File: src/design/ubot_pkg.sv
// Package for the bulk-only mass storage target: payload structs, codes,
// phase enum and the fixed reply tables. No dependencies.
package ubot_pkg;

    typedef struct packed {
        logic [1:0] kind;
        logic [7:0] data;
    } t_in_item;

    typedef struct packed {
        logic [1:0]  dest;
        logic [7:0]  byte_value;
        logic [31:0] block_address;
        logic        last;
    } t_out_item;

    typedef enum logic [2:0] {
        PH_COLLECT,
        PH_REPLY,
        PH_READ_SRC,
        PH_READ_FILL,
        PH_RECEIVE,
        PH_ECHO,
        PH_STATUS
    } t_phase;

    localparam logic [1:0] KIND_HOST  = 2'd0;
    localparam logic [1:0] KIND_STORE = 2'd1;
    localparam logic [1:0] KIND_IN_RDY = 2'd2;

    localparam logic [1:0] DEST_IN    = 2'd0;
    localparam logic [1:0] DEST_STORE = 2'd1;
    localparam logic [1:0] DEST_REQ   = 2'd2;

    localparam logic [1:0] CFG_READ_SRC   = 2'd0;
    localparam logic [1:0] CFG_WRITE_SINK = 2'd1;
    localparam logic [1:0] CFG_LAST_BLOCK = 2'd2;

    localparam logic [7:0] OP_INQUIRY     = 8'h12;
    localparam logic [7:0] OP_FORMAT_CAP  = 8'h23;
    localparam logic [7:0] OP_READ_CAP    = 8'h25;
    localparam logic [7:0] OP_MODE_SENSE  = 8'h1A;
    localparam logic [7:0] OP_READ10      = 8'h28;
    localparam logic [7:0] OP_WRITE10     = 8'h2A;

    localparam logic [1:0] SEL_INQUIRY    = 2'd0;
    localparam logic [1:0] SEL_FORMAT_CAP = 2'd1;
    localparam logic [1:0] SEL_READ_CAP   = 2'd2;
    localparam logic [1:0] SEL_MODE_SENSE = 2'd3;

    localparam int WRAPPER_BYTES = 31;
    localparam int STATUS_BYTES  = 13;

    localparam logic [7:0] INQUIRY [36] = '{
        8'h00, 8'h80, 8'h00, 8'h01, 8'h1F, 8'h00, 8'h00, 8'h00,
        8'h42, 8'h72, 8'h61, 8'h6E, 8'h64, 8'h6F, 8'h6E, 8'h57,
        8'h55, 8'h53, 8'h42, 8'h20, 8'h46, 8'h6C, 8'h61, 8'h73,
        8'h68, 8'h20, 8'h44, 8'h72, 8'h69, 8'h76, 8'h65, 8'h00,
        8'h30, 8'h2E, 8'h30, 8'h31
    };

    function automatic logic [6:0] table_len(input logic [1:0] sel);
        logic [6:0] len;
        case (sel)
            SEL_INQUIRY:    len = 7'd36;
            SEL_FORMAT_CAP: len = 7'd12;
            default:        len = 7'd8;
        endcase
        return len;
    endfunction

    function automatic logic [7:0] table_byte(input logic [1:0] sel, input logic [5:0] idx,
                                              input logic [31:0] last_blk,
                                              input logic [31:0] sector);
        logic [7:0] b;
        b = 8'h00;
        case (sel)
            SEL_INQUIRY: begin
                if (idx < 6'd36) b = INQUIRY[idx];
            end
            SEL_FORMAT_CAP: begin
                case (idx)
                    6'd3:    b = 8'h08;
                    6'd6:    b = 8'h10;
                    6'd8:    b = 8'h01;
                    6'd9:    b = sector[23:16];
                    6'd10:   b = sector[15:8];
                    6'd11:   b = sector[7:0];
                    default: b = 8'h00;
                endcase
            end
            SEL_READ_CAP: begin
                case (idx)
                    6'd0:    b = last_blk[31:24];
                    6'd1:    b = last_blk[23:16];
                    6'd2:    b = last_blk[15:8];
                    6'd3:    b = last_blk[7:0];
                    6'd4:    b = sector[31:24];
                    6'd5:    b = sector[23:16];
                    6'd6:    b = sector[15:8];
                    6'd7:    b = sector[7:0];
                    default: b = 8'h00;
                endcase
            end
            default: begin
                if (idx == 6'd0) b = 8'h12;
                else if (idx == 6'd7) b = 8'h1C;
            end
        endcase
        return b;
    endfunction

endpackage

File: src/design/ubot_front.sv
// Front end: two-entry input queue that takes host, storage and IN-ready
// transfers and hands them to the engine. Uses ubot_pkg.
module ubot_front (
    input  logic              i_clk,
    input  logic              i_rst_n,
    input  logic              i_in_valid,
    output logic              o_in_stall,
    input  ubot_pkg::t_in_item i_in,
    output logic              o_item_valid,
    output ubot_pkg::t_in_item o_item,
    input  logic              i_item_take
);
    import ubot_pkg::*;

    t_in_item   r_buf [2];
    logic       r_rd, r_wr;
    logic [1:0] r_cnt;
    logic       push, pop;

    assign o_in_stall   = (r_cnt == 2'd2);
    assign o_item_valid = (r_cnt != 2'd0);
    assign o_item       = r_buf[r_rd];
    // kind 3 never does anything, so it is not queued
    assign push = i_in_valid && !o_in_stall && (i_in.kind != 2'd3);
    assign pop  = o_item_valid && i_item_take;

    always_ff @(posedge i_clk) begin
        if (!i_rst_n) begin
            r_rd  <= 1'b0;
            r_wr  <= 1'b0;
            r_cnt <= 2'd0;
        end else begin
            if (push) r_wr <= ~r_wr;
            if (pop)  r_rd <= ~r_rd;
            r_cnt <= r_cnt + 2'(push) - 2'(pop);
        end
    end

    always_ff @(posedge i_clk) begin
        if (push) r_buf[r_wr] <= i_in;
    end
endmodule

File: src/design/ubot_engine.sv
// Back end: command wrapper collection, decode and the data/status phases.
// Produces up to two result transfers per item. Uses ubot_pkg.
module ubot_engine #(
    parameter int SECTOR_BYTES = 512
) (
    input  logic               i_clk,
    input  logic               i_rst_n,
    input  logic               i_cfg_we,
    input  logic [1:0]         i_cfg_index,
    input  logic [31:0]        i_cfg_data,
    input  logic               i_item_valid,
    input  ubot_pkg::t_in_item  i_item,
    output logic               o_item_take,
    input  logic               i_room,
    output logic [1:0]         o_res_cnt,
    output ubot_pkg::t_out_item o_res0,
    output ubot_pkg::t_out_item o_res1
);
    import ubot_pkg::*;

    localparam int OFF_W = $clog2(SECTOR_BYTES);
    localparam logic [OFF_W-1:0] OFF_END = OFF_W'(SECTOR_BYTES - 1);
    localparam logic [31:0] SECTOR_W = 32'(SECTOR_BYTES);

    logic        r_src_present, r_sink_present;
    logic [31:0] r_last_block;

    logic [7:0]  r_wrap [WRAPPER_BYTES];
    logic [7:0]  r_tag  [4];
    logic [4:0]  r_widx, n_widx;
    t_phase      r_phase, n_phase;
    logic [15:0] r_left, n_left;
    logic [15:0] r_len;
    logic [15:0] r_partial, n_partial;
    logic [7:0]  r_op;
    logic        r_dir;
    logic [31:0] r_addr_cap;
    logic [OFF_W-1:0] r_off, n_off;
    logic [31:0] r_blk, n_blk;
    logic [5:0]  r_ridx, n_ridx;
    logic [1:0]  r_rsel, n_rsel;

    logic        go;
    logic [15:0] pos, left_dec;
    logic        sec_end;
    logic [15:0] whole;

    assign go          = i_item_valid && i_room;
    assign o_item_take = go;

    always_ff @(posedge i_clk) begin
        if (!i_rst_n) begin
            r_src_present  <= 1'b0;
            r_sink_present <= 1'b0;
            r_last_block   <= 32'd4095;
        end else if (i_cfg_we) begin
            case (i_cfg_index)
                CFG_READ_SRC:   r_src_present  <= i_cfg_data[0];
                CFG_WRITE_SINK: r_sink_present <= i_cfg_data[0];
                CFG_LAST_BLOCK: r_last_block   <= i_cfg_data;
                default: ;
            endcase
        end
    end

    // wrapper bytes and the decoded fields are captured as they arrive
    always_ff @(posedge i_clk) begin
        if (go && r_phase == PH_COLLECT && i_item.kind == KIND_HOST) begin
            r_wrap[r_widx] <= i_item.data;
            case (r_widx)
                5'd4:  r_tag[0] <= i_item.data;
                5'd5:  r_tag[1] <= i_item.data;
                5'd6:  r_tag[2] <= i_item.data;
                5'd7:  r_tag[3] <= i_item.data;
                5'd8:  r_len[7:0]  <= i_item.data;
                5'd9:  r_len[15:8] <= i_item.data;
                5'd12: r_dir <= i_item.data[7];
                5'd15: r_op  <= i_item.data;
                5'd17: r_addr_cap[31:24] <= i_item.data;
                5'd18: r_addr_cap[23:16] <= i_item.data;
                5'd19: r_addr_cap[15:8]  <= i_item.data;
                5'd20: r_addr_cap[7:0]   <= i_item.data;
                default: ;
            endcase
        end
    end

    always_ff @(posedge i_clk) begin
        if (!i_rst_n) begin
            r_phase   <= PH_COLLECT;
            r_widx    <= 5'd0;
            r_left    <= 16'd0;
            r_partial <= 16'd0;
            r_off     <= '0;
            r_blk     <= 32'd0;
            r_ridx    <= 6'd0;
            r_rsel    <= 2'd0;
        end else if (go) begin
            r_phase   <= n_phase;
            r_widx    <= n_widx;
            r_left    <= n_left;
            r_partial <= n_partial;
            r_off     <= n_off;
            r_blk     <= n_blk;
            r_ridx    <= n_ridx;
            r_rsel    <= n_rsel;
        end
    end

    assign pos      = r_len - r_left;
    assign left_dec = r_left - 16'd1;
    assign sec_end  = (r_off == OFF_END);
    assign whole    = r_len - 16'(r_len % SECTOR_BYTES);

    always_comb begin
        n_phase   = r_phase;
        n_widx    = r_widx;
        n_left    = r_left;
        n_partial = r_partial;
        n_off     = r_off;
        n_blk     = r_blk;
        n_ridx    = r_ridx;
        n_rsel    = r_rsel;
        o_res_cnt = 2'd0;
        o_res0    = '0;
        o_res1    = '0;
        case (r_phase)
            PH_COLLECT: begin
                if (i_item.kind == KIND_HOST) begin
                    if (r_widx == 5'(WRAPPER_BYTES - 1)) begin
                        n_widx    = 5'd0;
                        n_blk     = r_addr_cap;
                        n_off     = '0;
                        n_ridx    = 6'd0;
                        n_left    = 16'd0;
                        n_partial = 16'(r_len % SECTOR_BYTES);
                        if (r_op == OP_INQUIRY || r_op == OP_FORMAT_CAP ||
                            r_op == OP_READ_CAP || r_op == OP_MODE_SENSE) begin
                            if (r_op == OP_INQUIRY)         n_rsel = SEL_INQUIRY;
                            else if (r_op == OP_FORMAT_CAP) n_rsel = SEL_FORMAT_CAP;
                            else if (r_op == OP_READ_CAP)   n_rsel = SEL_READ_CAP;
                            else                            n_rsel = SEL_MODE_SENSE;
                            n_phase = PH_REPLY;
                        end else if (r_op == OP_READ10) begin
                            n_left = whole;
                            if (whole == 16'd0) begin
                                n_phase = PH_STATUS;
                            end else if (r_src_present) begin
                                o_res_cnt = 2'd1;
                                o_res0    = '{DEST_REQ, 8'h00, r_addr_cap, 1'b0};
                                n_phase   = PH_READ_SRC;
                            end else begin
                                n_phase = PH_READ_FILL;
                            end
                        end else begin
                            n_left = r_len;
                            if (r_len == 16'd0)                   n_phase = PH_STATUS;
                            else if (r_op != OP_WRITE10 && r_dir) n_phase = PH_ECHO;
                            else                                  n_phase = PH_RECEIVE;
                        end
                    end else begin
                        n_widx = r_widx + 5'd1;
                    end
                end
            end
            PH_REPLY: begin
                if (i_item.kind == KIND_IN_RDY) begin
                    o_res_cnt = 2'd1;
                    o_res0 = '{DEST_IN,
                               table_byte(r_rsel, r_ridx, r_last_block, SECTOR_W),
                               32'd0, ({1'b0, r_ridx} + 7'd1 >= table_len(r_rsel))};
                    n_ridx = r_ridx + 6'd1;
                    if (o_res0.last) begin
                        n_ridx  = 6'd0;
                        n_phase = PH_STATUS;
                    end
                end
            end
            PH_READ_SRC, PH_READ_FILL: begin
                if ((r_phase == PH_READ_SRC && i_item.kind == KIND_STORE) ||
                    (r_phase == PH_READ_FILL && i_item.kind == KIND_IN_RDY)) begin
                    o_res_cnt = 2'd1;
                    o_res0 = '{DEST_IN, (r_phase == PH_READ_SRC) ? i_item.data : 8'hFF,
                               r_blk, sec_end};
                    n_off  = r_off + 1'b1;
                    n_left = left_dec;
                    if (sec_end) begin
                        n_off = '0;
                        n_blk = r_blk + 32'd1;
                        // next sector is requested as soon as this one ends
                        if (left_dec != 16'd0 && r_phase == PH_READ_SRC) begin
                            o_res_cnt = 2'd2;
                            o_res1 = '{DEST_REQ, 8'h00, r_blk + 32'd1, 1'b0};
                        end
                    end
                    if (left_dec == 16'd0) n_phase = PH_STATUS;
                end
            end
            PH_RECEIVE: begin
                if (i_item.kind == KIND_HOST) begin
                    if (r_op == OP_WRITE10 && r_left > r_partial) begin
                        if (r_sink_present) begin
                            o_res_cnt = 2'd1;
                            o_res0 = '{DEST_STORE, i_item.data, r_blk, sec_end};
                        end
                        n_off = r_off + 1'b1;
                        if (sec_end) begin
                            n_off = '0;
                            n_blk = r_blk + 32'd1;
                        end
                    end
                    n_left = left_dec;
                    if (left_dec == 16'd0) n_phase = PH_STATUS;
                end
            end
            PH_ECHO: begin
                if (i_item.kind == KIND_IN_RDY) begin
                    o_res_cnt = 2'd1;
                    o_res0 = '{DEST_IN,
                               (pos < 16'(WRAPPER_BYTES)) ? r_wrap[pos[4:0]] : 8'h00,
                               32'd0, (r_left == 16'd1)};
                    n_left = left_dec;
                    if (left_dec == 16'd0) n_phase = PH_STATUS;
                end
            end
            PH_STATUS: begin
                if (i_item.kind == KIND_IN_RDY) begin
                    o_res_cnt = 2'd1;
                    o_res0.dest = DEST_IN;
                    o_res0.block_address = 32'd0;
                    o_res0.last = (r_ridx >= 6'(STATUS_BYTES - 1));
                    case (r_ridx)
                        6'd0: o_res0.byte_value = 8'h55;
                        6'd1: o_res0.byte_value = 8'h53;
                        6'd2: o_res0.byte_value = 8'h42;
                        6'd3: o_res0.byte_value = 8'h53;
                        6'd4, 6'd5, 6'd6, 6'd7: o_res0.byte_value = r_tag[r_ridx[1:0]];
                        default: o_res0.byte_value = 8'h00;
                    endcase
                    n_ridx = r_ridx + 6'd1;
                    if (o_res0.last) begin
                        n_ridx  = 6'd0;
                        n_widx  = 5'd0;
                        n_phase = PH_COLLECT;
                    end
                end
            end
            default: n_phase = PH_COLLECT;
        endcase
        // results only count for an item that is actually taken
        if (!go) o_res_cnt = 2'd0;
    end
endmodule

File: src/design/ubot_outq.sv
// Output queue: four entries, takes up to two results a cycle from the
// engine and presents one transfer at a time. Uses ubot_pkg.
module ubot_outq (
    input  logic               i_clk,
    input  logic               i_rst_n,
    input  logic [1:0]         i_push_cnt,
    input  ubot_pkg::t_out_item i_res0,
    input  ubot_pkg::t_out_item i_res1,
    output logic               o_room,
    output logic               o_out_valid,
    input  logic               i_out_stall,
    output ubot_pkg::t_out_item o_out
);
    import ubot_pkg::*;

    t_out_item  r_buf [4];
    logic [1:0] r_rd, r_wr;
    logic [2:0] r_cnt;
    logic       pop;

    // room for a worst-case item of two results
    assign o_room      = (r_cnt <= 3'd2);
    assign o_out_valid = (r_cnt != 3'd0);
    assign o_out       = r_buf[r_rd];
    assign pop         = o_out_valid && !i_out_stall;

    always_ff @(posedge i_clk) begin
        if (!i_rst_n) begin
            r_rd  <= 2'd0;
            r_wr  <= 2'd0;
            r_cnt <= 3'd0;
        end else begin
            r_wr  <= r_wr + i_push_cnt;
            r_rd  <= r_rd + 2'(pop);
            r_cnt <= r_cnt + 3'(i_push_cnt) - 3'(pop);
        end
    end

    always_ff @(posedge i_clk) begin
        if (i_push_cnt != 2'd0) r_buf[r_wr] <= i_res0;
        if (i_push_cnt == 2'd2) r_buf[r_wr + 2'd1] <= i_res1;
    end
endmodule

File: src/design/usb_bulk_only_scsi_target_top.sv
// USB bulk-only mass storage target, SCSI subset.
// Channel in: host bytes (kind 0), storage sector bytes (kind 1) and bulk IN
// credits (kind 2), valid/stall. Channel out: bytes to bulk IN, bytes to
// storage write and sector read requests, valid/stall. Config: valid/ready
// write port, index 0 read source, 1 write sink, 2 last block; ready is
// always high, and writes belong in idle periods with nothing in flight.
// One item is taken per cycle while the output queue has room. An item reaches
// the engine from the registered input queue, and its results are written into
// the registered output queue before they show at the output. The rate is set
// by the engine's single update per item; a read sector end can give two
// results, drained one per output transfer.
// Reset (synchronous, active low) empties both queues, returns to wrapper
// collection and loads the register defaults. When the receiver stalls the
// four-entry output queue fills, the engine halts, and the two-entry input
// queue raises o_in_stall once full.
module usb_bulk_only_scsi_target_top #(
    parameter int SECTOR_BYTES = 512
) (
    input  logic                i_clk,
    input  logic                i_rst_n,
    input  logic                i_in_valid,
    output logic                o_in_stall,
    input  ubot_pkg::t_in_item   i_in,
    output logic                o_out_valid,
    input  logic                i_out_stall,
    output ubot_pkg::t_out_item  o_out,
    input  logic                i_cfg_valid,
    output logic                o_cfg_ready,
    input  logic [1:0]          i_cfg_index,
    input  logic [31:0]         i_cfg_data
);
    import ubot_pkg::*;

    logic       item_valid, item_take, room;
    t_in_item   item;
    logic [1:0] res_cnt;
    t_out_item  res0, res1;

    assign o_cfg_ready = 1'b1;

    ubot_front u_front (
        .i_clk(i_clk), .i_rst_n(i_rst_n),
        .i_in_valid(i_in_valid), .o_in_stall(o_in_stall), .i_in(i_in),
        .o_item_valid(item_valid), .o_item(item), .i_item_take(item_take)
    );

    ubot_engine #(.SECTOR_BYTES(SECTOR_BYTES)) u_engine (
        .i_clk(i_clk), .i_rst_n(i_rst_n),
        .i_cfg_we(i_cfg_valid && o_cfg_ready), .i_cfg_index(i_cfg_index),
        .i_cfg_data(i_cfg_data),
        .i_item_valid(item_valid), .i_item(item), .o_item_take(item_take),
        .i_room(room), .o_res_cnt(res_cnt), .o_res0(res0), .o_res1(res1)
    );

    ubot_outq u_outq (
        .i_clk(i_clk), .i_rst_n(i_rst_n),
        .i_push_cnt(res_cnt), .i_res0(res0), .i_res1(res1), .o_room(room),
        .o_out_valid(o_out_valid), .i_out_stall(i_out_stall), .o_out(o_out)
    );
endmodule

File: config.mk
export PLATFORM = sky130hd
export DESIGN_NAME = usb_bulk_only_scsi_target_top
export DESIGN_NICKNAME = d
export VERILOG_FILES = /design/src/design/ubot_pkg.sv /design/src/design/ubot_front.sv /design/src/design/ubot_engine.sv /design/src/design/ubot_outq.sv /design/src/design/usb_bulk_only_scsi_target_top.sv
export SDC_FILE = /design/constraint.sdc
export NUM_CORES = 1
export LEC_CHECK = 0
export BUFFER_PORTS_ARGS = -buffer_cell sky130_fd_sc_hd__clkbuf_2
export CAP_MARGIN = 0
export CORE_MARGIN = 2
export CORE_UTILIZATION = 55
export CTS_BUF_LIST = sky130_fd_sc_hd__clkbuf_2 sky130_fd_sc_hd__clkbuf_4 sky130_fd_sc_hd__clkbuf_8
export DETAILED_ROUTE_END_ITERATION = 7
export HOLD_SLACK_MARGIN = 0.15
export PLACE_DENSITY = 0.72
export SLEW_MARGIN = 20
export SYNTH_ARGS = -nofsm -noshare
export SYNTH_HDL_FRONTEND = slang
export SYNTH_SLANG_ARGS = --single-unit
File: constraint.sdc
create_clock -name i_clk -period 4.2 [get_ports i_clk]
set_input_delay 0.63 -clock i_clk [delete_from_list [all_inputs] [get_ports i_clk]]
set_output_delay 0.63 -clock i_clk [all_outputs]
set_load 0.1 [all_outputs]
# --- Word-level counts from Yosys, hierarchy flattened ---
# Memories as Yosys holds them, arrays and structs flattened. A register that Yosys moved wholly into a read port is not among the register bits.
# Cells that the tools add are included.
word_totals:
  mem_bits_ro: 512
  ramBits: 472
  ff_bits: 184
  memories: 5
mem_list:
  columns: ["name", "words", "word_bits", "read_ports", "rd_clocked_by_memory_dff", "write_ports", "line_no", "text"]
  rows:
  - ["(no name shown)", 64, 8, 1, 0, 0, "ubot_pkg.sv:79", "if (idx < 6'd36) b = INQUIRY[idx];"]
  - ["u_engine.r_wrap", 31, 8, 1, 0, 1, "ubot_engine.sv:28", "logic [7:0] r_wrap [WRAPPER_BYTES];"]
  - ["u_outq.r_buf", 4, 43, 1, 1, 2, "ubot_outq.sv:16", "t_out_item r_buf [4];"]
  - ["u_engine.r_tag", 4, 8, 1, 1, 1, "ubot_engine.sv:29", "logic [7:0] r_tag [4];"]
  - ["u_front.r_buf", 2, 10, 1, 1, 1, "ubot_front.sv:15", "t_in_item r_buf [2];"]
classes:
  reduce_logical: 59
  mux: 135
  eq_ne: 56
  n_lt_le_gt_ge: 7
  n_bitwise: 3
  addsub: 15
op_table:
  columns: ["op", "count"]
  rows:
  - ["2-to-1 mux 43 bit", 12]
  - ["case mux 43 bit (6 select lines)", 1]
  - ["2-to-1 mux 32 bit", 6]
  - ["2-to-1 mux 41 bit", 4]
  - ["2-to-1 mux 16 bit", 7]
  - ["case mux 32 bit (3 select lines)", 1]
  - ["2-to-1 mux 8 bit", 9]
  - ["case mux 16 bit (4 select lines)", 1]
  - ["2-to-1 mux 9 bit", 6]
  - ["logical NOT 16 bit", 3]
  - ["2-to-1 mux 3 bit", 14]
  - ["2-to-1 mux 42 bit", 1]
  - ["case mux 8 bit (5 select lines)", 1]
  - ["2-to-1 mux 2 bit", 19]
  - ["2-to-1 mux 6 bit", 6]
  - ["adder 32 x 1 -> 32 bit (second input constant)", 1]
  - ["equality test 8 x 6 -> 1 bit (second input constant)", 4]
  - ["case mux 8 bit (4 select lines)", 1]
  - ["2-to-1 mux 1 bit", 31]
  - ["case mux 9 bit (3 select lines)", 1]
  - ["equality test 5 bit (second input constant)", 5]
  - ["2-to-1 mux 5 bit", 5]
  - ["equality test 6 x 3 -> 1 bit (second input constant)", 4]
  - ["case mux 8 bit (3 select lines)", 1]
  - ["other kinds (65)", 131]

# --- Longest topological paths before layout ---
# Gate-level depths: netlist (run 1).
depth:
  word_depth: 12
  mapped_depth: 15
  depth_no_buf: 13

# --- Hierarchy ---
# From an unflattened synthesis (run 1), not the netlist that was laid out.
hier_totals:
  cells_unflattened: 2491
  hier_area_um2: 32140.8
modules_own_cells:
  columns: ["mod", "area_each_um2", "cells_each", "instances"]
  rows:
  - ["ubot_engine", 22385.2, 1967, 1]
  - ["ubot_outq", 8764.7, 465, 1]
  - ["ubot_front", 979.7, 57, 1]
  - ["usb_bulk_only_scsi_target_top", 11.3, 2, 1]

# --- Worst setup path after synthesis (run 1) ---
# Ideal clock, no wire load.
synth_timing:
  path_type: "reg-to-reg"
  startpoint: "reg u_engine.r_left[1]"
  endpoint: "mem u_outq.r_buf[2][10] (netlist bit) (enable)"
  period_less_slack_ps: 3467
  path_slack_ps: 733
  t_required_ps: 3715
  arrival_ps: 2982
  path_buffers: 3
  path_stages_with_launch: 13
  cell_sequence: "dfxtp_1 inv_1 ha_1 buf_2 or4b_1 buf_2 nor2_2 a32oi_1 nand3_1 nand3_2 nand3_2 buf_1 nand2_1"
synth_rtl:
  columns: ["item", "line_no", "text"]
  rows:
  - ["start: declaration", "ubot_engine.sv:32", "logic [15:0] r_left, n_left;"]
  - ["start signal: assignment", "ubot_engine.sv:101", "r_left <= n_left;"]
  - ["end: declaration", "ubot_outq.sv:16", null]

==> results of run 1 <==
critical path, cell delays in order, from the launching register on:
cell and delay [ns]:
dfxtp_1 0.39, inv_1 0.19, ha_1 0.38, or4b_1 0.66, nor2_2 0.26, a32oi_1 0.16
nand3_1 0.14, nand3_2 0.24, nand3_2 0.37, buf_4 0.41, buf_4 0.24, o22ai_1 0.09
power by group:
group,leakage (nW),switching [W],internal [W]
combinational,4.56,0.00208,0.000642
clock,1.21,0.00262,0.00322
sequential,5.65,0.000134,0.00728
through the flow:
stage | hold WS (ns) | setup WS [ns] | power, W
global route | 0.1876 | 0.2459 | 0.01644
floorplan | 0.4308 | 0.7325 | 0.009561
finish | 0.2007 | 0.3521 | 0.01597
detailed placement | 0.4485 | 0.4689 | 0.01025
CTS | 0.1626 | 0.4431 | 0.01605
global placement | 0.4416 | 0.6234 | 0.01021
layer usage:
layer	wire (um)	vias to the layer above	global-route usage, %
met5	0	-	0
met4	3860	0	14.20
met3	7044	267	4.998
met2	42020	1275	49.69
met1	33040	11130	37.83
li1	-	9986	-
worst min-delay path by stage:
| stage | start | to | slack, ns | depth (start not counted) |
|---|---|---|---|---|
| floorplan | u_outq.r_buf[2][0] | u_outq.r_buf[2][0] | 0.43 | 2 |
| global placement | u_outq.r_buf[1][0] | u_outq.r_buf[1][0] | 0.44 | 2 |
| detailed placement | u_outq.r_buf[1][0] | u_outq.r_buf[1][0] | 0.45 | 2 |
| CTS | i_cfg_data[0] | u_engine.r_last_block[0] | 0.16 | 3 |
| global route | i_cfg_data[0] | u_engine.r_last_block[0] | 0.19 | 3 |
| finish | i_cfg_data[0] | u_engine.r_last_block[0] | 0.20 | 3 |
sequential cells by signal, indices dropped and copies added (netlist names), 8 cells and up, named ones only:
name	cells
u_engine.r_left	16
u_outq.r_buf	172
u_front.r_buf	20
u_engine.r_partial	9
u_engine.r_last_block	32
u_engine.r_op	8
u_engine.r_wrap	248
u_engine.r_tag	32
u_engine.r_addr_cap	32
u_engine.r_off	9
u_engine.r_len	16
u_engine.r_blk	32
kinds of logic after synthesis:
| logic type | synth area share, % |
|---|---|
| simple gates | 11.05 |
| buf+inv | 3.241 |
| fa+ha+maj | 2.355 |
| flops | 58.50 |
| mux | 9.764 |
| compound gates | 13.24 |
| xor+xnor | 1.841 |
| other cells | 0.01213 |
cell type report:
cell class                      count  area (um^2)
Antenna cell                        2        5.005
Clock buffer                      157         1936
Clock inverter                     43        336.6
Fill cell                        4149        20310
Inverter                           66        247.7
Multi-Input combinational cell   1598        11880
Sequential cell                   659        18090
Tap cell                          748        935.9
Timing Repair Buffer              217         1572
timing repair:
item,4_1_cts,5_1_grt
hold endpoints to repair,49,0
resized for setup,0,0
setup buffers,0,0
hold buffers,40,0
layout by cell type, fill, tap and decap left out, types with 78 or more instances in the layout:
master	instances
mux4_2	117
clkbuf_8	121
o22ai_1	126
nand2_1	243
clkbuf_2	93
buf_4	78
edfxtp_1	489
dfxtp_1	168
nor2_1	157
nand3_1	85
a21oi_1	168
==> flow_summary_export.csv, run 1 <==
group,metric,value,unit
placed_design,port-buffer-count,93,
critical_path,startpoint_type,"register",
synthesis,synth.most_common_cell,"edfxtp_1",
synthesis,async_reset_ff_share,0,%
run,maxCapViolCount,0,
run_status,violations,"design-rule violations",
synthesis,synth_cells,2489,
pwr,power_density,456.3,nW/um^2
synthesis,ys_seq_area_share,58.50,%
timing,skew,0.04080,ns
timing,min_period_over_period,91.62,%
timing,maxSlewViolCount,0,
critical_path,reg2reg_depth,11,
synthesis,ys.flop_type,"edfxtp_1",
floorplanning,rows,86,
placed_design,placed_cells,3248,
global_routing,antenna_found_initial,1,
detailed_routing,drt_iter0_markers,3049,
floorplanning,die_w,241.1,um
detailed_routing,final_antenna_net_count,0,
critical_path,ff2ff_setup_slack,0.35,ns
finish,fin_area,35000,um^2
critical_path,critPathLaunch,"u_engine.r_left[1]",
run_status,outcome,"complete, but fails checks",
clocking,htreeDepth,3,
synthesis,synth_common_cells,"489 x edfxtp_1, 243 x nand2_1, 170 x dfxtp_1",
timing,relSlewSlack,27.81,%
floorplanning,die-area,58130,um^2
timing,hold_violations,0,
global_routing,grt_pass1_vias,22180,
synthesis,synth_top_cell_by_area,"edfxtp_1",
clocking,root_buffer,"clkbuf_8",
finish,area_growth_syn_to_layout,13.20,%
finish,drive_above_1_share,19.64,%
global_routing,grt_pass1_wl,130500,um
timing,worst_slew_pin_slew,1.081,ns
detailed_routing,dr.pass1.iters,8,
synthesis,synth_edf_count,489,
finish,stdcell_count,3490,
hold_path,hold_path_class,"primary input to register",
global_routing,overflow,0,
timing,fin_tns_setup,0,ns
synthesis,yosysWarnings,0,
synthesis,synth_top_area_share,47.49,%
detailed_routing,vias_per_cell,6.493,
floorplanning,coreArea,55310,um^2
timing,rsz0062_at_grt,"no",
floorplanning,ios,95,
detailed_routing,wl,85960,um
critical_path,worstPathMaxFanout,22,
finish,finalNetCount,2753,
clocking,clk_path_buf_depth,3,
synthesis,ys_top_cells_by_area,"edfxtp_1 47%, dfxtp_1 11%, mux4_2 8.5%",
critical_path,arrival,4.30,ns
global_routing,grt_use_total,29.70,%
floorplanning,die_h,241.1,um
clocking,clk_latency,0.75,ns
critical_path,end_kind,"register",
pwr,peakVddDrop,409.2,uV
pwr,p_leak,11.42,nW
clocking,tritoncts,"built",
clocking,cts_buffers,105,
timing,finalCriticalPeriod,3.848,ns
detailed_routing,drcViolationCount,5,
critical_path,crit_end,"u_outq.r_buf[2][13]",
timing,setup_viol,0,
detailed_routing,num_vias,22660,
synthesis,synth_seq_cells,659,
synthesis,synth_nets,2595,
critical_path,crit_type,"register to register",
critical_path,r2r_end,"u_outq.r_buf[2][13]",
placed_design,hpwl,55760,um
finish,post-route-util,63.29,%
synthesis,synth_cell_types,93,
global_routing,grt_max_degree,67,
synthesis,syn_area,30920,um^2
timing,fmax,259.9,MHz
clocking,cts.reportedPaths.clkPinSlew,0.06,ns
placed_design,placed_cell_area,32320,um^2
critical_path,worstReg2RegStart,"u_engine.r_left[1]",
critical_path,crit_required,4.66,ns
detailed_routing,wl_per_cell,24.63,um
clocking,clock_sinks,659,
floorplanning,start_util,55.91,%
placed_design,gp_congestion,0.9480,
synthesis,syn_area_per_cell,12.42,um^2
Power figures use the tool's default switching activity.
==> run 2: changes to the inputs <==
--- a/config.mk
+++ b/config.mk
@@ -10,6 +10,7 @@
 export CORE_MARGIN = 2
 export CORE_UTILIZATION = 55
 export CTS_BUF_LIST = sky130_fd_sc_hd__clkbuf_2 sky130_fd_sc_hd__clkbuf_4 sky130_fd_sc_hd__clkbuf_8
+export CTS_CLUSTER_DIAMETER = 50
 export DETAILED_ROUTE_END_ITERATION = 7
 export HOLD_SLACK_MARGIN = 0.15
 export PLACE_DENSITY = 0.72
==> constraint.sdc (replaced) <==
create_clock -name i_clk -period 4.2 [get_ports i_clk]
set_input_delay 1.26 -clock i_clk [delete_from_list [all_inputs] [get_ports i_clk]]
set_output_delay 1.26 -clock i_clk [all_outputs]
set_load 0.1 [all_outputs]
==> flow_summary_export.csv, run 2 (synthesis results as in run 1) <==
group,metric,value,unit
critical_path,worstPathMaxFanout,14,
finish,final_common_cell,"edfxtp_1",
run,maxCapViolCount,0,
timing,relSlewSlack,33.44,%
detailed_routing,final_antenna_net_count,0,
floorplanning,die_h,241.1,um
timing,maxSlewViolCount,0,
timing,min_period_over_period,95.41,%
finish,largest_reg_flops,248,
clocking,cts_resized,0,
pwr,power_density,463.9,nW/um^2
run_status,outcome,"complete, no violations",
global_routing,grt_max_degree,87,
global_routing,met1_usage,38.05,%
critical_path,end_kind,"primary output",
timing,setup_viol,0,
finish,reg.largest.list,"u_engine.r_wrap (248), u_outq.r_buf (172)",
timing,fmax,249.6,MHz
placed_design,gp_congestion,0.9331,
detailed_routing,drt_iter0_markers,2604,
hold_path,hold_path_class,"register to register",
timing,worst_slew_pin_slew,0.9984,ns
floorplanning,die-area,58130,um^2
detailed_routing,wl_per_cell,24.38,um
global_routing,gr-usage-met2,46.89,%
clocking,cts_buffers,106,
clocking,clk_latency,0.76,ns
finish,finalNetCount,2709,
global_routing,grt_pass1_vias,21680,
detailed_routing,num_vias,22190,
timing,skew,0.06055,ns
clocking,clock_sinks,659,
floorplanning,rows,86,
global_routing,overflow,0,
pwr,peakVddDrop,417.4,uV
clocking,post_cts_buffers,0,
critical_path,arrival,2.75,ns
clocking,clk_path_buf_depth,3,
global_routing,met3_usage,5.136,%
floorplanning,start_util,55.91,%
placed_design,hpwl,55360,um
clocking,postCtsHoldBufs,0,
floorplanning,die_w,241.1,um
clocking,htreeDepth,3,
finish,area_growth_syn_to_layout,12.03,%
global_routing,grt_pass1_wl,128300,um
clocking,root_buffer,"clkbuf_8",
timing,fin_tns_setup,0,ns
floorplanning,coreArea,55310,um^2
clocking,tritoncts,"built",
global_routing,antenna_found_initial,2,
pwr,design_power_total,0.01607,W
finish,drive_above_1_share,20.07,%
critical_path,crit_required,2.94,ns
pwr,p_leak,11.26,nW
detailed_routing,vias_per_cell,6.440,
critical_path,startpoint_type,"register",
floorplanning,ios,95,
timing,rsz0062_at_grt,"no",
global_routing,grt_use_total,29.18,%
detailed_routing,wl,83980,um
finish,final_cell_mix,"489 x edfxtp_1, 243 x nand2_1, 168 x a21oi_1, 168 x dfxtp_1, 157 x nor2_1",
detailed_routing,dr.pass1.iters,8,
timing,hold_violations,0,
finish,regMostFlops,"u_engine.r_wrap",
detailed_routing,drcViolationCount,0,
clocking,cts.reportedPaths.clkPinSlew,0.06,ns
finish,fillers,4235,
global_routing,grt_most_used_layer,"met2",
critical_path,crit_type,"register to primary output",
placed_design,port-buffer-count,93,
timing,finalCriticalPeriod,4.007,ns
[run 2: cell count changes in the layout (fill, tap and decap cells not counted), moves of 4 or more]
cell	before	now
buf_4	78	71
clkbuf_4	36	40
clkbuf_8	121	116
clkinv_1	19	12
clkinv_2	14	18
dlygate4sd3_1	40	0
[run 2: area by class of cell]
| type | instances | area (um^2) | share of cell area (%) |
|---|---|---|---|
| Sequential cell | 659 | 18090 | 52.22 |
| Tap cell | 748 | 935.9 | 2.702 |
| Timing Repair Buffer | 172 | 1159 | 3.345 |
| Clock buffer | 156 | 1897 | 5.475 |
| Antenna cell | 1 | 2.502 | 0.007224 |
| Inverter | 66 | 247.7 | 0.7151 |
| Multi-Input combinational cell | 1598 | 11880 | 34.29 |
| Clock inverter | 45 | 430.4 | 1.242 |
[run 2: per-stage QoR]
step | hold slack (ns) | instance area (um^2) | cells | utilization (%) | setup slack, ns
after floorplan | 0.4308 | 30920 | 2489 | - | 0.7325
after global placement | 0.4420 | 32310 | 3243 | 58.41 | 0.6230
after detailed placement | 0.4478 | 32310 | 3243 | 58.41 | 0.4849
after CTS | 0.4557 | 34630 | 3444 | 62.62 | 0.1443
after global routing | 0.4732 | 34640 | 3445 | 62.63 | 0.1166
final | 0.4520 | 34640 | 3445 | 62.63 | 0.1929
[run 2: path summary, 6_finish.rpt]
check	from	to	slack, ns	cells past startpoint
max	u_outq.r_rd[0]	o_out[33]	0.19	3
min	u_engine.r_last_block[13]	u_engine.r_last_block[13]	0.45	2
max reg2reg	u_engine.r_left[1]	u_outq.r_buf[3][6]	0.42	11
min reg2reg	u_engine.r_last_block[13]	u_engine.r_last_block[13]	0.45	2
[run 2: worst max-delay path: stages (launching register included)]
cell	delay, ns
dfxtp_2	0.74
buf_12	0.24
mux4_2	0.59
clkbuf_2	0.41
[run 2: routing by layer]
| metal | wire (um) | share of wire (%) |
|---|---|---|
| met5 | 0 | 0 |
| met4 | 4143 | 4.9 |
| met3 | 7173 | 8.5 |
| met2 | 39940 | 48 |
| met1 | 32730 | 39 |
[run 2: power by group]
group          internal (W)  leakage (nW)  switching (W)
clock               0.00331          1.23        0.00265
sequential          0.00728          5.65      0.0000887
combinational      0.000633          4.37        0.00211
total                0.0112          11.3        0.00485
